===== config.mk =====
export PLATFORM = sky130hd
export DESIGN_NAME = lidar_front_sector_obstacle_detect
export DESIGN_NICKNAME = d
export VERILOG_FILES = /design/src/sv/lfsod_pkg.sv /design/src/sv/lidar_front_sector_obstacle_detect.sv /design/src/sv/lfsod_cfg.sv /design/src/sv/lfsod_angle.sv /design/src/sv/lfsod_hit.sv
export SDC_FILE = /design/constraint.sdc
export NUM_CORES = 1
export LEC_CHECK = 0
export ABC_CLOCK_PERIOD_IN_PS = 9470
export BUFFER_PORTS_ARGS = -buffer_cell sky130_fd_sc_hd__buf_2
export CAP_MARGIN = 20
export CORE_MARGIN = 2
export CORE_UTILIZATION = 30
export CTS_CLUSTER_SIZE = 28
export DETAILED_ROUTE_END_ITERATION = 8
export PLACE_DENSITY = 0.45
export SETUP_SLACK_MARGIN = 0.05
export SLEW_MARGIN = 30
export SYNTH_ARGS = -nofsm -noshare
export SYNTH_HDL_FRONTEND = slang
export SYNTH_SLANG_ARGS = --single-unit
export TNS_END_PERCENT = 30

===== constraint.sdc =====
create_clock -name clk_i -period 9.47 [get_ports clk_i]
set_input_delay 0.4735 -clock clk_i [delete_from_list [all_inputs] [get_ports clk_i]]
set_output_delay 0.4735 -clock clk_i [all_outputs]
set_load 0.05 [all_outputs]

===== src/sv/lfsod_pkg.sv =====
package lfsod_pkg;

  localparam int unsigned RangeW = 16;
  localparam int unsigned AngleW = 32;
  localparam int unsigned CfgIdxW = 3;
  localparam int unsigned CfgDataW = 32;

  // register indexes on the configuration port
  localparam logic [CfgIdxW-1:0] REG_HIT_RANGE_MAX = 3'd0;
  localparam logic [CfgIdxW-1:0] REG_RANGE_FLOOR = 3'd1;
  localparam logic [CfgIdxW-1:0] REG_RANGE_CEILING = 3'd2;
  localparam logic [CfgIdxW-1:0] REG_START_ANGLE = 3'd3;
  localparam logic [CfgIdxW-1:0] REG_ANGLE_STEP = 3'd4;
  localparam logic [CfgIdxW-1:0] REG_SECTOR_CENTER = 3'd5;
  localparam logic [CfgIdxW-1:0] REG_SECTOR_HALFWIDTH = 3'd6;

  // reset values
  localparam logic [RangeW-1:0] RST_HIT_RANGE_MAX = 16'd1000;
  localparam logic [RangeW-1:0] RST_RANGE_FLOOR = 16'd0;
  localparam logic [RangeW-1:0] RST_RANGE_CEILING = 16'hFFFF;
  localparam logic [AngleW-1:0] RST_START_ANGLE = 32'h0000_0000;
  localparam logic [AngleW-1:0] RST_ANGLE_STEP = 32'h0000_0000;
  localparam logic [AngleW-1:0] RST_SECTOR_CENTER = 32'hC000_0000;
  localparam logic [AngleW-1:0] RST_SECTOR_HALFWIDTH = 32'd357913941;

  typedef struct packed {
    logic [RangeW-1:0] hit_range_max;
    logic [RangeW-1:0] range_floor;
    logic [RangeW-1:0] range_ceiling;
    logic signed [AngleW-1:0] start_angle;
    logic signed [AngleW-1:0] angle_step;
    logic signed [AngleW-1:0] sector_center;
    logic [AngleW-1:0] sector_halfwidth;
  } cfg_t;

  // one sample held in the input stage
  typedef struct packed {
    logic [RangeW-1:0] range_mm;
    logic not_finite;
    logic last;
    logic [AngleW-1:0] angle;
  } sample_t;

endpackage


===== src/sv/lidar_front_sector_obstacle_detect.sv =====
// lidar front sector obstacle detector
//
// input channel: one range sample per transfer (range_mm_i, not_finite_i,
// last_i) on in_valid_i / in_ready_o. the sample flagged last closes a scan.
// output channel: one obstacle_o bit per scan on out_valid_o / out_ready_i,
// high when any sample of the scan was finite, inside the range window, at most
// hit_range_max and within the sector half width of the sector center.
// config port: cfg_we_i writes cfg_data_i into register cfg_idx_i at once;
// indexes beyond the register list are dropped. write only while idle.
// throughput: one sample per cycle outside a stall, set by a single input
// register stage that feeds the hit test and a single result register.
// result path: a last sample passes two register stages, the input stage
// and then the result register that drives out_valid_o.
// stall: while the result register is full and out_ready_i is low, samples
// without last still flow through; a last sample waits in the input stage
// and in_ready_o drops behind it.
// reset: registers return to their defaults, the scan restarts at
// start_angle with no hit recorded, and both stages empty.
module lidar_front_sector_obstacle_detect (
  input  logic clk_i,
  input  logic rst_ni,
  input  logic in_valid_i,
  output logic in_ready_o,
  input  logic [lfsod_pkg::RangeW-1:0] range_mm_i,
  input  logic not_finite_i,
  input  logic last_i,
  output logic out_valid_o,
  input  logic out_ready_i,
  output logic obstacle_o,
  input  logic cfg_we_i,
  input  logic [lfsod_pkg::CfgIdxW-1:0] cfg_idx_i,
  input  logic [lfsod_pkg::CfgDataW-1:0] cfg_data_i
);
  import lfsod_pkg::*;

  cfg_t cfg;
  logic in_xfer;
  logic [AngleW-1:0] beam_angle;

  // input stage
  sample_t s1_q, s1_d;
  logic s1_valid_q, s1_valid_d;
  logic s1_adv;
  logic hit;

  // scan accumulator and result register
  logic hit_seen_q, hit_seen_d;
  logic out_valid_q, out_valid_d;
  logic obstacle_q, obstacle_d;
  logic out_free;

  lfsod_cfg u_cfg (
    .clk_i,
    .rst_ni,
    .cfg_we_i,
    .cfg_idx_i,
    .cfg_data_i,
    .cfg_o (cfg)
  );

  // beam angle is assigned as the sample is taken
  lfsod_angle u_angle (
    .clk_i,
    .rst_ni,
    .accept_i      (in_xfer),
    .last_i        (last_i),
    .start_angle_i (cfg.start_angle),
    .angle_step_i  (cfg.angle_step),
    .angle_o       (beam_angle)
  );

  lfsod_hit u_hit (
    .sample_i (s1_q),
    .cfg_i    (cfg),
    .hit_o    (hit)
  );

  // result slot frees up when empty or drained this cycle
  assign out_free = !out_valid_q || out_ready_i;
  // only a last sample needs the result slot
  assign s1_adv = s1_valid_q && (!s1_q.last || out_free);
  assign in_ready_o = !s1_valid_q || s1_adv;
  assign in_xfer = in_valid_i && in_ready_o;

  always_comb begin
    s1_d = s1_q;
    s1_valid_d = s1_valid_q;
    if (in_xfer) begin
      s1_d.range_mm = range_mm_i;
      s1_d.not_finite = not_finite_i;
      s1_d.last = last_i;
      s1_d.angle = beam_angle;
      s1_valid_d = 1'b1;
    end else if (s1_adv) begin
      s1_valid_d = 1'b0;
    end
  end

  always_comb begin
    hit_seen_d = hit_seen_q;
    out_valid_d = out_valid_q && !out_ready_i;
    obstacle_d = obstacle_q;
    if (s1_adv) begin
      if (s1_q.last) begin
        // close the scan and clear for the next one
        obstacle_d = hit_seen_q || hit;
        out_valid_d = 1'b1;
        hit_seen_d = 1'b0;
      end else begin
        hit_seen_d = hit_seen_q || hit;
      end
    end
  end

  always_ff @(posedge clk_i or negedge rst_ni) begin
    if (!rst_ni) begin
      s1_valid_q <= 1'b0;
      hit_seen_q <= 1'b0;
      out_valid_q <= 1'b0;
    end else begin
      s1_valid_q <= s1_valid_d;
      hit_seen_q <= hit_seen_d;
      out_valid_q <= out_valid_d;
    end
  end

  always_ff @(posedge clk_i) begin
    s1_q <= s1_d;
    obstacle_q <= obstacle_d;
  end

  assign out_valid_o = out_valid_q;
  assign obstacle_o = obstacle_q;

endmodule


===== src/sv/lfsod_cfg.sv =====
module lfsod_cfg (
  input  logic clk_i,
  input  logic rst_ni,
  input  logic cfg_we_i,
  input  logic [lfsod_pkg::CfgIdxW-1:0] cfg_idx_i,
  input  logic [lfsod_pkg::CfgDataW-1:0] cfg_data_i,
  output lfsod_pkg::cfg_t cfg_o
);
  import lfsod_pkg::*;

  cfg_t cfg_q, cfg_d;

  always_comb begin
    cfg_d = cfg_q;
    if (cfg_we_i) begin
      unique case (cfg_idx_i)
        REG_HIT_RANGE_MAX:    cfg_d.hit_range_max = cfg_data_i[RangeW-1:0];
        REG_RANGE_FLOOR:      cfg_d.range_floor = cfg_data_i[RangeW-1:0];
        REG_RANGE_CEILING:    cfg_d.range_ceiling = cfg_data_i[RangeW-1:0];
        REG_START_ANGLE:      cfg_d.start_angle = cfg_data_i[AngleW-1:0];
        REG_ANGLE_STEP:       cfg_d.angle_step = cfg_data_i[AngleW-1:0];
        REG_SECTOR_CENTER:    cfg_d.sector_center = cfg_data_i[AngleW-1:0];
        REG_SECTOR_HALFWIDTH: cfg_d.sector_halfwidth = cfg_data_i[AngleW-1:0];
        default:              cfg_d = cfg_q;
      endcase
    end
  end

  always_ff @(posedge clk_i or negedge rst_ni) begin
    if (!rst_ni) begin
      cfg_q.hit_range_max <= RST_HIT_RANGE_MAX;
      cfg_q.range_floor <= RST_RANGE_FLOOR;
      cfg_q.range_ceiling <= RST_RANGE_CEILING;
      cfg_q.start_angle <= RST_START_ANGLE;
      cfg_q.angle_step <= RST_ANGLE_STEP;
      cfg_q.sector_center <= RST_SECTOR_CENTER;
      cfg_q.sector_halfwidth <= RST_SECTOR_HALFWIDTH;
    end else begin
      cfg_q <= cfg_d;
    end
  end

  assign cfg_o = cfg_q;

endmodule


===== src/sv/lfsod_angle.sv =====
module lfsod_angle (
  input  logic clk_i,
  input  logic rst_ni,
  input  logic accept_i,
  input  logic last_i,
  input  logic [lfsod_pkg::AngleW-1:0] start_angle_i,
  input  logic [lfsod_pkg::AngleW-1:0] angle_step_i,
  output logic [lfsod_pkg::AngleW-1:0] angle_o
);
  import lfsod_pkg::*;

  logic [AngleW-1:0] beam_q, beam_d;
  logic scan_start_q, scan_start_d;

  // first sample of a scan takes the start angle
  assign angle_o = scan_start_q ? start_angle_i : beam_q;

  always_comb begin
    beam_d = beam_q;
    scan_start_d = scan_start_q;
    if (accept_i) begin
      beam_d = angle_o + angle_step_i;
      scan_start_d = last_i;
    end
  end

  always_ff @(posedge clk_i or negedge rst_ni) begin
    if (!rst_ni) begin
      beam_q <= '0;
      scan_start_q <= 1'b1;
    end else begin
      beam_q <= beam_d;
      scan_start_q <= scan_start_d;
    end
  end

endmodule


===== src/sv/lfsod_hit.sv =====
module lfsod_hit (
  input  lfsod_pkg::sample_t sample_i,
  input  lfsod_pkg::cfg_t cfg_i,
  output logic hit_o
);
  import lfsod_pkg::*;

  logic [AngleW-1:0] diff;
  logic [AngleW-1:0] gap;
  logic range_ok;
  logic angle_ok;

  always_comb begin
    diff = sample_i.angle - cfg_i.sector_center;
    // shortest distance magnitude, half a turn stays 2^31
    gap = diff[AngleW-1] ? (~diff + {{(AngleW-1){1'b0}}, 1'b1}) : diff;
    angle_ok = gap <= cfg_i.sector_halfwidth;
    range_ok = !sample_i.not_finite
             && (sample_i.range_mm > cfg_i.range_floor)
             && (sample_i.range_mm <= cfg_i.range_ceiling)
             && (sample_i.range_mm <= cfg_i.hit_range_max);
    hit_o = range_ok && angle_ok;
  end

endmodule

**Yosys cells after proc, flatten, opt, wreduce, memory -nomap -nowiden**

Cells that the tools add are included.

- Register bits after elaboration: 263
- Word-level logic and storage cells: 64

- Add/subtract/negate cells: 3
- $lt $le $gt $ge: 4
- Equal/unequal tests: 6
- Muxes and demuxes: 7
- Bitwise gates (word level): 1
- Reduce and logical (&&, ||, !) cells: 26

Operators by type and width:

| operator | number |
|---|---|
| two-way mux 32 bit | 2 |
| adder 32 x 1 -> 32 bit, second input constant | 1 |
| adder 32 bit | 1 |
| <= comparator 16 bit | 2 |
| <= comparator 32 bit | 1 |
| inverter 32 bit | 1 |
| subtractor 32 bit | 1 |
| greater-than comparator 16 bit | 1 |
| AND reduction 2 bit | 8 |
| equality test 3 bit, second input constant | 3 |
| logical AND 1 bit | 7 |
| equality test 3 x 2 -> 1 bit, second input constant | 2 |
| zero test 1 bit | 5 |
| two-way mux 1 bit | 5 |
| logical OR 1 bit | 4 |
| equality test 3 x 1 -> 1 bit, second input constant | 1 |
| zero test 3 bit | 1 |
| nonzero test 2 bit | 1 |

**Depth between registers and ports, before layout**

Gate-level depths: netlist (run 1).

- Word-level depth: 8
- Mapped depth: 25
- Gate-level depth less buffers: 23

**By module**

From an unflattened synthesis (run 1), not the netlist that was laid out.

- Cells, all modules: 1534
- Area total of the unflattened synthesis: 16712.3 sq um

By module, submodules not included:

| module | instances | cells each | area an instance (sq um) | sequential area each (sq um) |
|---|---|---|---|---|
| lfsod_cfg | 1 | 381 | 6695.2 | 4453.0 |
| lfsod_hit | 1 | 718 | 4908.5 | 0.0 |
| lfsod_angle | 1 | 369 | 3414.5 | 827.0 |
| lidar_front_sector_obstacle_detect | 1 | 66 | 1694.1 | 1606.5 |

**Worst setup path before layout (run 1)**

OpenSTA, ideal clock, no wires.

- Kind: reg-to-reg
- From: register u_cfg.cfg_q, in the netlist u_cfg.cfg_o[32]
- To: register obstacle_q (netlist: obstacle_o) (data pin)
- Library setup time: 0.259 ns
- Arrival time: 5.745 ns
- Required time: 9.211 ns
- Setup slack: 3.466 ns
- Cell stages (with the launch flop): 23
- Path buffers: 0
- Clock period less this slack: 6.004 ns
- Cell sequence: dfrtp_1 > ha_1 > fa_1 > nor2b_4 > o31ai_1 > xnor2_1 > or4_4 > or4_4 > or4b_1 > or4_1 > or4b_4 > o31ai_2 > xnor2_1 > ha_1 > nand4_1 > or2_2 > or3_1 > nor3_1 > nand2_1 > a21oi_1 > nor4_1 > nor2_1 > o21bai_1

- Word-level cells in the longest chain between the ends: 7

Ends and longest elaborated chain:

| what | line | RTL |
|---|---|---|
| from (decl) | lfsod_cfg.sv:11 | `cfg_t cfg_q, cfg_d;` |
| from (signal assigned) | lfsod_cfg.sv:39 | `cfg_q <= cfg_d;` |
| subtractor 32 bit * | lfsod_hit.sv:14 | `diff = sample_i.angle - cfg_i.sector_center;` |
| inverter 32 bit | lfsod_hit.sv:16 | `gap = diff[AngleW-1] ? (~diff + {{(AngleW-1){1'b0}}, 1'b1}) : diff;` |
| adder 32 x 1 -> 32 bit | lfsod_hit.sv:16 |  |
| two-way mux 32 bit * | lfsod_hit.sv:16 |  |
| <= comparator 32 bit * | lfsod_hit.sv:17 | `angle_ok = gap <= cfg_i.sector_halfwidth;` |
| logical AND 1 bit * | lfsod_hit.sv:22 | `hit_o = range_ok && angle_ok;` |
| logical OR 1 bit * | lidar_front_sector_obstacle_detect.sv:106 | `obstacle_d = hit_seen_q \|\| hit;` |
| to (signal assigned) | lidar_front_sector_obstacle_detect.sv:129 | `obstacle_q <= obstacle_d;` |
| to (decl) | lidar_front_sector_obstacle_detect.sv:49 | `logic obstacle_q, obstacle_d;` |

Mark *: on every way between the ends. The rest lies on a longest branch, timed or not.
A chain may end at the register's enable or synchronous reset.

**Worst setup path after layout (run 1)**

Ends and elaborated chain as after synthesis.

==> results of run 1 <==
## worst register-to-register path, cell delays in order (launching register included)
cell                       delay [ns]
sky130_fd_sc_hd__dfrtp_1         0.38
sky130_fd_sc_hd__ha_1            0.22
sky130_fd_sc_hd__fa_1            0.44
sky130_fd_sc_hd__nor2b_4         0.16
sky130_fd_sc_hd__o31ai_1         0.08
sky130_fd_sc_hd__xnor2_1         0.19
sky130_fd_sc_hd__or4_4           0.53
sky130_fd_sc_hd__or4_4           0.45
sky130_fd_sc_hd__or4b_1          0.47
sky130_fd_sc_hd__or4_1           0.43
sky130_fd_sc_hd__or4b_4          0.56
sky130_fd_sc_hd__o31ai_2         0.25
sky130_fd_sc_hd__xnor2_1         0.10
sky130_fd_sc_hd__ha_1            0.31
sky130_fd_sc_hd__nand4_1         0.11
sky130_fd_sc_hd__or2_2           0.32
sky130_fd_sc_hd__or3_1           0.39
sky130_fd_sc_hd__nor3_1          0.30
sky130_fd_sc_hd__nand2_1         0.13
sky130_fd_sc_hd__a21oi_1         0.13
sky130_fd_sc_hd__nor4_1          0.07
sky130_fd_sc_hd__nor2_1          0.26
sky130_fd_sc_hd__o21bai_1        0.09
## registers in the layout, indices dropped and copies added, names as in the netlist
signal                count
s1_valid_q                1
u_cfg.cfg_o             176
s1_q                     50
u_angle.scan_start_q      1
hit_seen_q                1
u_angle.beam_q           32
obstacle_o                1
out_valid_o               1
## placed cells by master (no fill, tap or decap), types with 7 or more instances in the layout
| cell type | n |
|---|---|
| sky130_fd_sc_hd__dfrtp_1 | 172 |
| sky130_fd_sc_hd__mux2_2 | 162 |
| sky130_fd_sc_hd__ha_1 | 143 |
| sky130_fd_sc_hd__inv_1 | 128 |
| sky130_fd_sc_hd__nand2_1 | 124 |
| sky130_fd_sc_hd__o21ai_0 | 118 |
| sky130_fd_sc_hd__a21oi_1 | 65 |
| sky130_fd_sc_hd__buf_2 | 59 |
| sky130_fd_sc_hd__xnor2_1 | 56 |
| sky130_fd_sc_hd__edfxtp_1 | 51 |
| sky130_fd_sc_hd__nor2_1 | 48 |
| sky130_fd_sc_hd__a21o_1 | 47 |
| sky130_fd_sc_hd__dfstp_2 | 40 |
| sky130_fd_sc_hd__clkbuf_16 | 34 |
| sky130_fd_sc_hd__nand4_1 | 26 |
| sky130_fd_sc_hd__o21a_1 | 25 |
| sky130_fd_sc_hd__nor3_1 | 24 |
| sky130_fd_sc_hd__nand3_1 | 20 |
| sky130_fd_sc_hd__xor2_1 | 20 |
| sky130_fd_sc_hd__a211oi_1 | 16 |
| sky130_fd_sc_hd__nor2b_1 | 16 |
| sky130_fd_sc_hd__nand2b_1 | 13 |
| sky130_fd_sc_hd__o31ai_1 | 13 |
| sky130_fd_sc_hd__buf_4 | 13 |
| sky130_fd_sc_hd__clkbuf_1 | 10 |
| sky130_fd_sc_hd__or2_2 | 9 |
| sky130_fd_sc_hd__o21bai_1 | 9 |
| sky130_fd_sc_hd__or3_1 | 9 |
| sky130_fd_sc_hd__o211ai_1 | 9 |
| sky130_fd_sc_hd__o41ai_1 | 8 |
| sky130_fd_sc_hd__nor4_1 | 8 |
| sky130_fd_sc_hd__and3_1 | 7 |
| sky130_fd_sc_hd__clkbuf_8 | 7 |
## through the flow
| step | setup slack, ns | instances | power (mW) | cell area [sq um] |
|---|---|---|---|---|
| floorplan | 3.466 | 1524 | 3.698 | 15940 |
| global placement | 2.966 | 2238 | 4.320 | 17040 |
| detailed placement | 2.817 | 2238 | 4.341 | 17040 |
| CTS | 2.781 | 2301 | 5.677 | 18160 |
| global route | 2.301 | 2301 | 6.117 | 18170 |
| finish | 2.860 | 2301 | 5.601 | 18170 |
## cell type report
cell class | instances | area, sq um
clock inverter | 11 | 126.4
timing repair buffer | 75 | 429.2
tap | 688 | 860.8
clock buffer | 51 | 984.7
multi-input combinational | 1084 | 8397
fill | 5315 | 34380
inverter | 129 | 484.2
sequential | 263 | 6887
## what timing repair did
item                                   CTS  global route
hold buffers                             1             0
setup buffers                            0             0
setup endpoints to repair                0             0
endpoints found under the hold margin   70             0
## how the worst max path moves through the flow
stage / from / end / slack (ns) / cells after the start
2_1_floorplan: u_cfg.cfg_o[32] / obstacle_o / 3.47 / 22
5_1_grt: s1_q[10] / obstacle_o / 2.30 / 21
3_3_place_gp: u_cfg.cfg_o[32] / obstacle_o / 2.97 / 22
6_report: u_cfg.cfg_o[32] / obstacle_o / 2.86 / 22
3_5_place_dp: u_cfg.cfg_o[32] / obstacle_o / 2.82 / 22
4_1_cts: u_cfg.cfg_o[32] / obstacle_o / 2.78 / 22
## cells by family (layout without fill, tap and decap cells)
| group | after synthesis | after routing | share of synthesized area, % |
|---|---|---|---|
| AO/OA/AOI/OAI | 361 | 361 | 14.69 |
| XOR/XNOR | 76 | 76 | 4.175 |
| adder cells (fa/ha/maj) | 145 | 145 | 11.47 |
| buffers and inverters | 177 | 266 | 4.277 |
| flip-flops | 263 | 263 | 43.20 |
| multiplexers | 166 | 166 | 11.69 |
| AND/OR/NAND/NOR | 336 | 336 | 10.49 |
## metal layers
layer / global-route usage, % / routed length, um / vias up
met3: 2.362 / 1079 / 60
met5: 0 / 0 / -
met4: 4.678 / 961 / 0
met2: 24.34 / 18600 / 135
li1: - / - / 5647
met1: 21.79 / 20160 / 5561
## power by group through the flow
stage               Combinational, mW  Clock, mW  Sequential, mW
finish                           2.72       1.29            1.60
detailed placement               2.72          0            1.62
global placement                 2.71          0            1.61
global route                     3.10       1.38            1.63
CTS                              2.74       1.34            1.60
floorplan                        2.12          0            1.58
==> summary.md, run 1 <==
| Metric | Value |
|---|---|
| Outcome | `completed` |
| Ys async rst share | `80.61%` |
| Total Die Area | `about 55,000 sq um` |
| Fraction of final layout cells sized beyond drive strength 1 | `~22%` |
| Final weighted congestion in routability-driven placement | `between 0.8 and 0.9` |
| Start-to-end type of the worst setup path | `reg -> reg` |
| Commonest cells in the netlist | `sky130_fd_sc_hd__dfrtp_1, sky130_fd_sc_hd__mux2_2, sky130_fd_sc_hd__ha_1` |
| Setup repair after global routing missed its margin | `no` |
| Number of flops mapped to enable cells by yosys | `a little over 50` |
| WHS | `roughly 0.1 ns` |
| Average size of a mapped cell | `around 10 sq um` |
| Core Util, Final | `34.57%` |
| Grt ovf | `0` |
| Final Hold Violating Endpoints | `0` |
| Buffers and inverters on the worst path | `0` |
| Number of pins exceeding their max-slew limit in the final report | `0` |
| Placeable Area | `between 50,000 and 60,000 sq um` |
| Max-capacitance violation count | `0` |
| Part of the power in registers | `between 20 and 30%` |
| Largest net degree at the start of global routing | `81` |
| DRC | `0` |
| Fin nets | `about 1.8k` |
| Top-Level Pins | `61` |
| Initial cell density of the core | `a little under a third` |
| Endpoint of the worst hold path | `s1_q[48]` |
| Hold WC Path Type | `in -> reg` |
| Sequential fraction of the synthesis area | `roughly 43%` |
| Min-Delay Path Depth | `1` |
| Number of clock buffers inserted by TritonCTS | `34` |
| Worst Tran Pin Value | `a little over 0.9 ns` |
| Time the final worst path needs with I/O delays and setup | `6.610 ns` |
| Net Sw Frac | `between 30% and 40%` |
| Global routing usage summed across all routing layers | `~15%` |
| H-tree depth | `2` |
| Cell type of the slowest stage on the worst timing path | `sky130_fd_sc_hd__or4b_4` |
| Peak per-stage delay on the critical path | `around 0.56 ns` |
| Highest net fanout along the worst path | `4` |
| Num Clock Sinks | `263` |
| Critical hold path startpoint | `range_mm_i[14]` |
| # port buffers | `60` |
| Count of final setup violators | `0` |
| Switching pwr | `roughly 2.1 mW` |
| Headroom to the max-slew limit | `between 30% and 40%` |
| Syn Nets | `around 1.7k` |
| CTS tree | `built` |
| Vias per inst | `about 5` |
| Cell with the most instances after synthesis | `sky130_fd_sc_hd__dfrtp_1` |
| Wire length of the first global-routing pass | `roughly 66,000 um` |
| Syn-to-layout area delta | `13.96%` |
| Via Count | `around 11k` |
| Ordered list of cells on the worst path | `ha_1 > fa_1 > nor2b_4 > o31ai_1 > xnor2_1 > or4_4 > or4_4 > or4b_1 > or4_1 > or4b_4 > o31ai_2 > xnor2_1 > ha_1 > nand4_1 > or2_2 > or3_1 > nor3_1 > nand2_1 > a21oi_1 > nor4_1 > nor2_1 > o21bai_1` |
| Clock power share | `23.0%` |
| Initial DRT Pass Iterations | `4` |
| Summed negative setup slack over all endpoints | `0 ns` |
| Reg clk slew, reported paths | `0.06 ns` |
| Reg-to-Reg Start | `u_cfg.cfg_o[32]` |
| Iteration-0 DRC count of the detailed router | `about 590` |
| Latest clock arrival within the worst-skew pair | `about 0.55 ns` |
| Top cell type's share of synthesized area | `a little over a quarter` |
| Leakage power summed over all cells | `roughly 8 nW` |
| Power density over cell area | `about 300 nW/um^2` |
| Crit start category | `flop` |
| Number of global-route vias before repair | `around 12k` |
| Number of antenna violations at the first check in global routing | `0` |
| Maximum buffer depth of the clock tree | `3` |
| Standard-cell row count | `84` |
| Most used flip-flop cell after synthesis | `sky130_fd_sc_hd__dfrtp_1` |
| Data required time of the critical path | `9.74 ns` |
| Reg2reg path depth | `22` |
| Die H | `between 200 and 250 um` |
| Post-detailed-routing wire length | `~41,000 um` |
| Internal power contribution | `around 3.5 mW` |
| Number of storage elements in the synthesis netlist | `approximately 260` |
| Crit end category | `flop` |
| Cells after Synth | `around 1.5k` |
| Largest area contributor in the synthesized netlist | `sky130_fd_sc_hd__dfrtp_1` |
| Total number of yosys warnings | `0` |
| Gate power share | `between 40 and 50%` |
| Ranking of synthesized cells by area | `sky130_fd_sc_hd__dfrtp_1, sky130_fd_sc_hd__mux2_2, sky130_fd_sc_hd__ha_1` |
| CP Data Arrival Time | `between 6 and 7 ns` |
| Synth cell types | `76` |
| Clock tree skew after final layout | `~0.024 ns` |
| Worst VDD drop | `0.00009705 V` |
| Largest delay share family, worst path | `simple AND/OR/NAND/NOR gates` |
| Register-to-register setup slack | `approximately 2.9 ns` |
| Netlist Area Pre-Place | `between 15,000 and 20,000 sq um` |
| Final antenna-violating net count | `0` |
| Critical register-to-register path endpoint | `obstacle_o` |
| Number of instances resized during post-cts repair | `0` |
| Highest attainable clock frequency | `151.3 MHz` |
| Share of the clock period used by the worst path | `between 60% and 70%` |
| HPWL after DPL | `roughly 29,000 um` |
| Clock root buffer | `sky130_fd_sc_hd__clkbuf_16` |
| Die width | `around 230 um` |
| Detailed-route wire length per cell | `between 15 and 20 um` |
| Ant. Diodes | `0` |
Note: power is estimated with default switching activity, not from simulation.
==> inputs of run 2 (changes only) <==
ABC_CLOCK_PERIOD_IN_PS = 5900   (was 9470)
PLACE_DENSITY = 0.46   (was 0.45)
clock period = 5.9 ns   (was 9.47 ns; I/O delays follow)
==> summary.md, run 2 (synthesis results as in run 1) <==
| Metric | Value |
|---|---|
| Clock root buffer | `sky130_fd_sc_hd__clkbuf_16` |
| Peak per-stage delay on the critical path | `0.53 ns (-0.03 ns)` |
| Top library cells by usage in the layout, fill and taps aside | `sky130_fd_sc_hd__dfrtp_1, sky130_fd_sc_hd__mux2_2, sky130_fd_sc_hd__ha_1` |
| Ant. Diodes | `0 (unchanged)` |
| Final std cell area, no fill | `18,960 sq um (+4.3%)` |
| Share of the clock period used by the worst path | `103.3% (+34 points)` |
| Setup Buffers After CTS | `0 (unchanged)` |
| Buffers and inverters on the worst path | `1 (+1)` |
| Largest net degree at the start of global routing | `98 (+21%)` |
| Post-placement worst setup slack | `-0.3266 ns (-3.144 ns)` |
| Time the final worst path needs with I/O delays and setup | `6.096 ns (-0.5139 ns)` |
| Maximum buffer depth of the clock tree | `3 (unchanged)` |
| Number of antenna violations at the first check in global routing | `0 (unchanged)` |
| Final weighted congestion in routability-driven placement | `0.8275 (+0.29%)` |
| Number of pins exceeding their max-slew limit in the final report | `0 (unchanged)` |
| Top-Level Pins | `61 (unchanged)` |
| Total Die Area | `55,000 sq um (unchanged)` |
| Clock tree skew after final layout | `0.02613 ns (+0.001839 ns)` |
| Wire length of the first global-routing pass | `66,660 um (+0.99%)` |
| Clock power share | `21.3% (-1.7 points)` |
| Fraction of final layout cells sized beyond drive strength 1 | `26.37% (+4.2 points)` |
| CTS tree | `built` |
| Reg2reg path depth | `23 (+4.5%)` |
| Reg clk slew, reported paths | `0.06 ns (about the same)` |
| Standard-cell row count | `84 (unchanged)` |
| Number of global-route vias before repair | `12.00k (+4.0%)` |
| Detailed-route wire length per cell | `17.23 um (-2.8%)` |
| Power density over cell area | `495.9 nW/um^2 (+61%)` |
| Met1 Usage GRT | `21.66% (-0.12 points)` |
| Cell count along the critical path | `23 (+4.5%)` |
| Cell type of the slowest stage on the worst timing path | `sky130_fd_sc_hd__or4b_4` |
| Violations in the final reports | `setup timing` |
| Endpoint of the most critical setup path | `obstacle_o` |
| Met3 usage | `2.301% (-0.061 points)` |
| Global routing usage summed across all routing layers | `15.47% (+0.032 points)` |
| Placed inst area | `17,610 sq um (+3.3%)` |
| Critical Path Source | `u_cfg.cfg_o[32]` |
| CP Data Arrival Time | `6.38 ns (-0.50 ns)` |
| Worst VDD drop | `0.0001800 V (+85%)` |
| Met2 track demand over resource in global routing | `25.00% (+0.66 points)` |
| H-tree depth | `2 (unchanged)` |
| Most common library cell in the layout ignoring fill and taps | `sky130_fd_sc_hd__dfrtp_1` |
| Post-route insts no fill | `2,391 (+3.9%)` |
| Ordered list of cells on the worst path | `ha_2 > fa_2 > nor2b_4 > o31ai_2 > xnor2_1 > or4_4 > or4_4 > or4b_1 > or4_4 > or4b_4 > o31ai_2 > xnor2_1 > ha_1 > nand4_1 > or2_4 > or3_4 > nor3_4 > nand2_2 > a21oi_2 > nor4_1 > nor2_1 > buf_4 > o21bai_1` |
| Global route hottest layer | `met2` |
| Start-to-end type of the worst setup path | `reg -> reg` |
| Count of final setup violators | `2 (+2)` |
| Max-capacitance violation count | `0 (unchanged)` |
| Die width | `234.5 um (unchanged)` |
| WHS | `0.05732 ns (-0.04419 ns)` |
| Final antenna-violating net count | `0 (unchanged)` |
| Via Count | `11.64k (+2.1%)` |
| Critical hold path startpoint | `cfg_data_i[6]` |
| Post-detailed-routing wire length | `41,210 um (+0.99%)` |
| Cell mode on critical path | `sky130_fd_sc_hd__or4_4` |
| Syn-to-layout area delta | `18.91%` |
| Internal power contribution | `5.837 mW (+69%)` |
| Setup WS post-layout | `-0.1965 ns (-3.056 ns)` |
| Outcome | `finished, violations left` |
| HPWL after DPL | `30,290 um (+2.9%)` |
| Highest net fanout along the worst path | `3 (-1)` |
| Vias per inst | `4.870 (-1.7%)` |
| Data required time of the critical path | `6.18 ns (-3.56 ns)` |
| Fin nets | `1,881 (+5.1%)` |
| Highest attainable clock frequency | `164.0 MHz (+8.4%)` |
| Part of the power in registers | `27.3% (-1.2 points)` |
| Worst Tran Pin Value | `0.8306 ns (-0.07867 ns)` |
| Critical register-to-register path endpoint | `obstacle_o` |
| Gate power share | `51.3% (+2.8 points)` |
| Largest delay share family, worst path | `simple AND/OR/NAND/NOR gates` |
| Initial DRT Pass Iterations | `5 (+1)` |
| Number of clock buffers inserted by TritonCTS | `34 (unchanged)` |
| Instance count after placement with tap cells included | `2,310 (+3.2%)` |
| Register-to-register setup slack | `-0.20 ns (-3.06 ns)` |
| Reg-to-Reg Start | `u_cfg.cfg_o[32]` |
| Leakage power summed over all cells | `8.399 nW (+5.5%)` |
| Placeable Area | `52,550 sq um (unchanged)` |
| Net Sw Frac | `37.92% (-0.30 points)` |
| Final Hold Violating Endpoints | `0 (unchanged)` |
| Headroom to the max-slew limit | `44.63% (+5.3 points)` |
| Crit end category | `flop` |
| # port buffers | `60 (unchanged)` |
| Iteration-0 DRC count of the detailed router | `566 (-3.4%)` |
| Setup repair after global routing missed its margin | `yes` |
| Grt ovf | `0 (unchanged)` |
| DRC | `0 (unchanged)` |
| Switching pwr | `3.566 mW (+67%)` |
| Die H | `234.5 um (unchanged)` |
| Core Util, Final | `36.08% (+1.5 points)` |
| Latest clock arrival within the worst-skew pair | `0.55 ns (about the same)` |
| Number of fill cells in the layout | `5,275 (-0.75%)` |
| Num Clock Sinks | `263 (unchanged)` |
| Hold WC Path Type | `in -> reg` |
| Flip-flop count of the largest register, all copies and words added | `176 (unchanged)` |
| Crit start category | `flop` |
| Initial cell density of the core | `30.34% (unchanged)` |
[run 2: metrics by stage]
stage                     power (mW)  setup TNS [ns]
final                          9.402         -0.3660
after global routing           10.23         -0.9181
after CTS                      9.487         -0.6039
after detailed placement       7.377         -0.6241
after global placement         7.324         -0.4771
after floorplan                5.947               0
[run 2: metal layers]
| metal | vias to the layer above | wire length (um) |
|---|---|---|
| li1 | 5811 | - |
| met4 | 0 | 739 |
| met1 | 5636 | 20340 |
| met3 | 60 | 1180 |
| met2 | 136 | 18940 |
| met5 | - | 0 |
[run 2: area by class of cell]
type                            count  area, sq um  area share [%]
Clock buffer                       43        934.6           4.930
Clock inverter                     18        146.4          0.7722
Inverter                          129        484.2           2.554
Multi-Input combinational cell   1084         8477           44.71
Sequential cell                   263         6887           36.33
Tap cell                          688        860.8           4.541
Timing Repair Buffer              166         1169           6.164
[run 2: worst min path at each step]
stage | cells after the start | end
2_1_floorplan | 0 | hit_seen_q
3_3_place_gp | 1 | u_cfg.cfg_o[150]
3_5_place_dp | 1 | u_cfg.cfg_o[154]
4_1_cts | 3 | u_cfg.cfg_o[166]
5_1_grt | 2 | u_cfg.cfg_o[26]
6_report | 3 | u_cfg.cfg_o[166]
[run 2: what timing repair did]
item | in CTS | in global routing
pin swaps | 8 | 18
endpoints found under the hold margin | 94 | 0
gates resized for setup | 7 | 8
gates cloned | 0 | 0
hold buffers | 20 | 0
endpoints found under the setup margin | 2 | 2
[run 2: worst reg2reg max path: cells and delay by family (launching register included)]
kind            cells  cell delay (ns)
simple gates       13             3.75
compound gates      4             0.48
flops               1             0.38
fa+ha+maj           3             0.86
xor+xnor            2             0.24
buf+inv             1             0.13
[run 2: power by group through the flow]
stage                     clock network, mW  registers (mW)  logic, mW
after floorplan                           0            2.53       3.41
after detailed placement                  0            2.60       4.77
after global placement                    0            2.59       4.73
final                                  2.01            2.57       4.83
after CTS                              2.08            2.57       4.83
after global routing                   2.15            2.63       5.45
==> inputs of run 3 (changes only) <==
--- a/config.mk
+++ b/config.mk
@@ -13,5 +13,7 @@
 export CTS_CLUSTER_SIZE = 28
 export DETAILED_ROUTE_END_ITERATION = 8
+export HOLD_SLACK_MARGIN = 0.15
 export PLACE_DENSITY = 0.46
+export REMOVE_ABC_BUFFERS = 1
 export SETUP_SLACK_MARGIN = 0.05
 export SLEW_MARGIN = 30
==> constraint.sdc (replaced) <==
create_clock -name clk_i -period 5.9 [get_ports clk_i]
set_input_delay 0.295 -clock clk_i [delete_from_list [all_inputs] [get_ports clk_i]]
set_output_delay 0.295 -clock clk_i [all_outputs]
set_load 0.005 [all_outputs]
==> summary.md, run 3 (synthesis results as in run 1) <==
| Metric | Value |
|---|---|
| Initial DRT Pass Iterations | `5 (unchanged)` |
| Number of antenna violations at the first check in global routing | `0 (unchanged)` |
| Number of pins exceeding their max-slew limit in the final report | `0 (unchanged)` |
| Total Die Area | `55,000 sq um (unchanged)` |
| Hold WC Path Type | `in -> async` |
| Highest attainable clock frequency | `159.5 MHz (-2.8%)` |
| CP Data Arrival Time | `6.59 ns (+0.21 ns)` |
| Num Clock Sinks | `263 (unchanged)` |
| Most common library cell in the layout ignoring fill and taps | `sky130_fd_sc_hd__dfrtp_1` |
| Placed inst area | `17,740 sq um (+0.70%)` |
| Max-capacitance violation count | `0 (unchanged)` |
| Cell mode on critical path | `sky130_fd_sc_hd__or4_4` |
| Count of final setup violators | `2 (unchanged)` |
| Start-to-end type of the worst setup path | `reg -> reg` |
| Outcome | `finished, violations left` |
| Crit start category | `flop` |
| Violations in the final reports | `setup timing` |
| Worst Tran Pin Value | `0.8479 ns (+0.01730 ns)` |
| Share of the clock period used by the worst path | `106.3% (+2.9 points)` |
| Peak per-stage delay on the critical path | `0.59 ns (+0.06 ns)` |
| Global routing usage summed across all routing layers | `15.39% (-0.085 points)` |
| # port buffers | `60 (unchanged)` |
| Post-placement worst setup slack | `-0.7478 ns (-0.4212 ns)` |
| Wire length of the first global-routing pass | `67,100 um (+0.65%)` |
| Iteration-0 DRC count of the detailed router | `597 (+5.5%)` |
| CTS tree | `built` |
| Initial cell density of the core | `30.34% (unchanged)` |
| Final std cell area, no fill | `19,490 sq um (+2.8%)` |
| Latest clock arrival within the worst-skew pair | `0.57 ns (+0.02 ns)` |
| Cell type of the slowest stage on the worst timing path | `sky130_fd_sc_hd__or4b_4` |
| Top-Level Pins | `61 (unchanged)` |
| Setup repair after global routing missed its margin | `yes` |
| H-tree depth | `1 (-1)` |
| Post-detailed-routing wire length | `41,450 um (+0.59%)` |
| Die width | `234.5 um (unchanged)` |
| Grt ovf | `0 (unchanged)` |
| Fraction of final layout cells sized beyond drive strength 1 | `27.00% (+0.64 points)` |
| Ordered list of cells on the worst path | `ha_2 > fa_2 > nor2b_4 > o31ai_2 > xnor2_1 > or4_4 > or4_4 > or4b_4 > or4_4 > or4b_4 > o31ai_4 > xnor2_1 > ha_1 > nand4_1 > or2_4 > or3_4 > nor3_4 > nand2_1 > a21oi_2 > nor4_1 > nor2_1 > buf_4 > o21bai_1` |
| Register-to-register setup slack | `-0.37 ns (-0.17 ns)` |
| Reg clk slew, reported paths | `0.06 ns (about the same)` |
| Highest net fanout along the worst path | `3 (unchanged)` |
| Leakage power summed over all cells | `8.663 nW (+3.1%)` |
| Clock tree skew after final layout | `0.01169 ns (-0.01444 ns)` |
| Crit end category | `flop` |
| Largest delay share family, worst path | `simple AND/OR/NAND/NOR gates` |
| Summed negative setup slack over all endpoints | `-0.6602 ns (-0.2942 ns)` |
| Worst VDD drop | `0.0002433 V (+35%)` |
| Ant. Diodes | `0 (unchanged)` |
| Syn-to-layout area delta | `22.23%` |
| Largest net degree at the start of global routing | `116 (+18%)` |
| Headroom to the max-slew limit | `43.47% (-1.2 points)` |
| Setup WS post-layout | `-0.3692 ns (-0.1727 ns)` |
| DRC | `0 (unchanged)` |
| Detailed-route wire length per cell | `16.94 um (-1.7%)` |
| Placeable Area | `52,550 sq um (unchanged)` |
| Flip-flop count of the largest register, all copies and words added | `176 (unchanged)` |
| Final weighted congestion in routability-driven placement | `0.8173 (-1.2%)` |
| Final Hold Violating Endpoints | `0 (unchanged)` |
| Buffers and inverters on the worst path | `1 (unchanged)` |
| Via Count | `11.84k (+1.7%)` |
| HPWL after DPL | `29,760 um (-1.8%)` |
| Power density over cell area | `489.4 nW/um^2 (-1.3%)` |
| Top library cells by usage in the layout, fill and taps aside | `sky130_fd_sc_hd__dfrtp_1, sky130_fd_sc_hd__mux2_2, sky130_fd_sc_hd__ha_1` |
| Standard-cell row count | `84 (unchanged)` |
| Number of clock buffers inserted by TritonCTS | `31 (-8.8%)` |
| Total power | `9.537 mW (+1.4%)` |
| Die H | `234.5 um (unchanged)` |
| Final antenna-violating net count | `0 (unchanged)` |
| Number of global-route vias before repair | `12.02k (+0.18%)` |
| Fin nets | `1,937 (+3.0%)` |
| Clock root buffer | `sky130_fd_sc_hd__clkbuf_16` |
| Vias per inst | `4.839 (-0.63%)` |
| Maximum buffer depth of the clock tree | `3 (unchanged)` |
| Data required time of the critical path | `6.22 ns (+0.04 ns)` |
| Core Util, Final | `37.08% (+1.0 points)` |
| Time the final worst path needs with I/O delays and setup | `6.269 ns (+0.1727 ns)` |
==> run 3: what timing repair did <==
action                     4_1_cts  5_1_grt
hold buffers                    53        0
setup endpoints to repair        2        2
pin swaps                       11        5
setup buffers                    7        2
cloned                           0        0
hold endpoints to repair       256        0
resized for setup               13        8
==> run 3: through the flow <==
stage	hold WS, ns	cells
finish	0.3089	2447
global placement	0.3801	2327
detailed placement	0.3872	2327
CTS	0.3019	2445
global route	0.3640	2447
floorplan	-0.0005911	1476
==> run 3: layer usage <==
| layer | wire, um | share of wire (%) | track usage (%) |
|---|---|---|---|
| met1 | 20500 | 49 | 21.76 |
| met4 | 626 | 1.5 | 3.381 |
| met2 | 19330 | 47 | 25.42 |
| met3 | 999 | 2.4 | 1.502 |
| met5 | 0 | 0 | 0 |
==> run 3: area by class of cell <==
class,count,area (sq um)
clock inverters,14,111.4
well taps,688,860.8
inverters,129,484.2
clock buffers,44,937.1
fillers,5269,33060
flip-flops and latches,263,6887
repair buffers,225,1707
multi-input cells,1084,8501
==> run 3: path summary, 6_finish.rpt <==
kind                                   startpoint            endpoint  depth (start not counted)
worst min register to register  u_angle.beam_q[0]   u_angle.beam_q[0]                          2
min in group clk_i                   cfg_idx_i[0]    u_cfg.cfg_o[163]                          5
worst max register to register    u_cfg.cfg_o[32]          obstacle_o                         23
worst min-delay path                       rst_ni    u_cfg.cfg_o[147]                          2
worst max-delay path              u_cfg.cfg_o[32]          obstacle_o                         23
max in group asynchronous                  rst_ni  u_angle.beam_q[21]                          3
==> run 3: report_power, final <==
group          leakage, nW  internal (mW)  total, mW  switching, mW
Combinational         5.14           2.44       5.03           2.58
Sequential            3.00           2.36       2.56          0.198
Clock                0.520           1.15       1.95          0.800
Total                 8.66           5.96       9.54           3.58
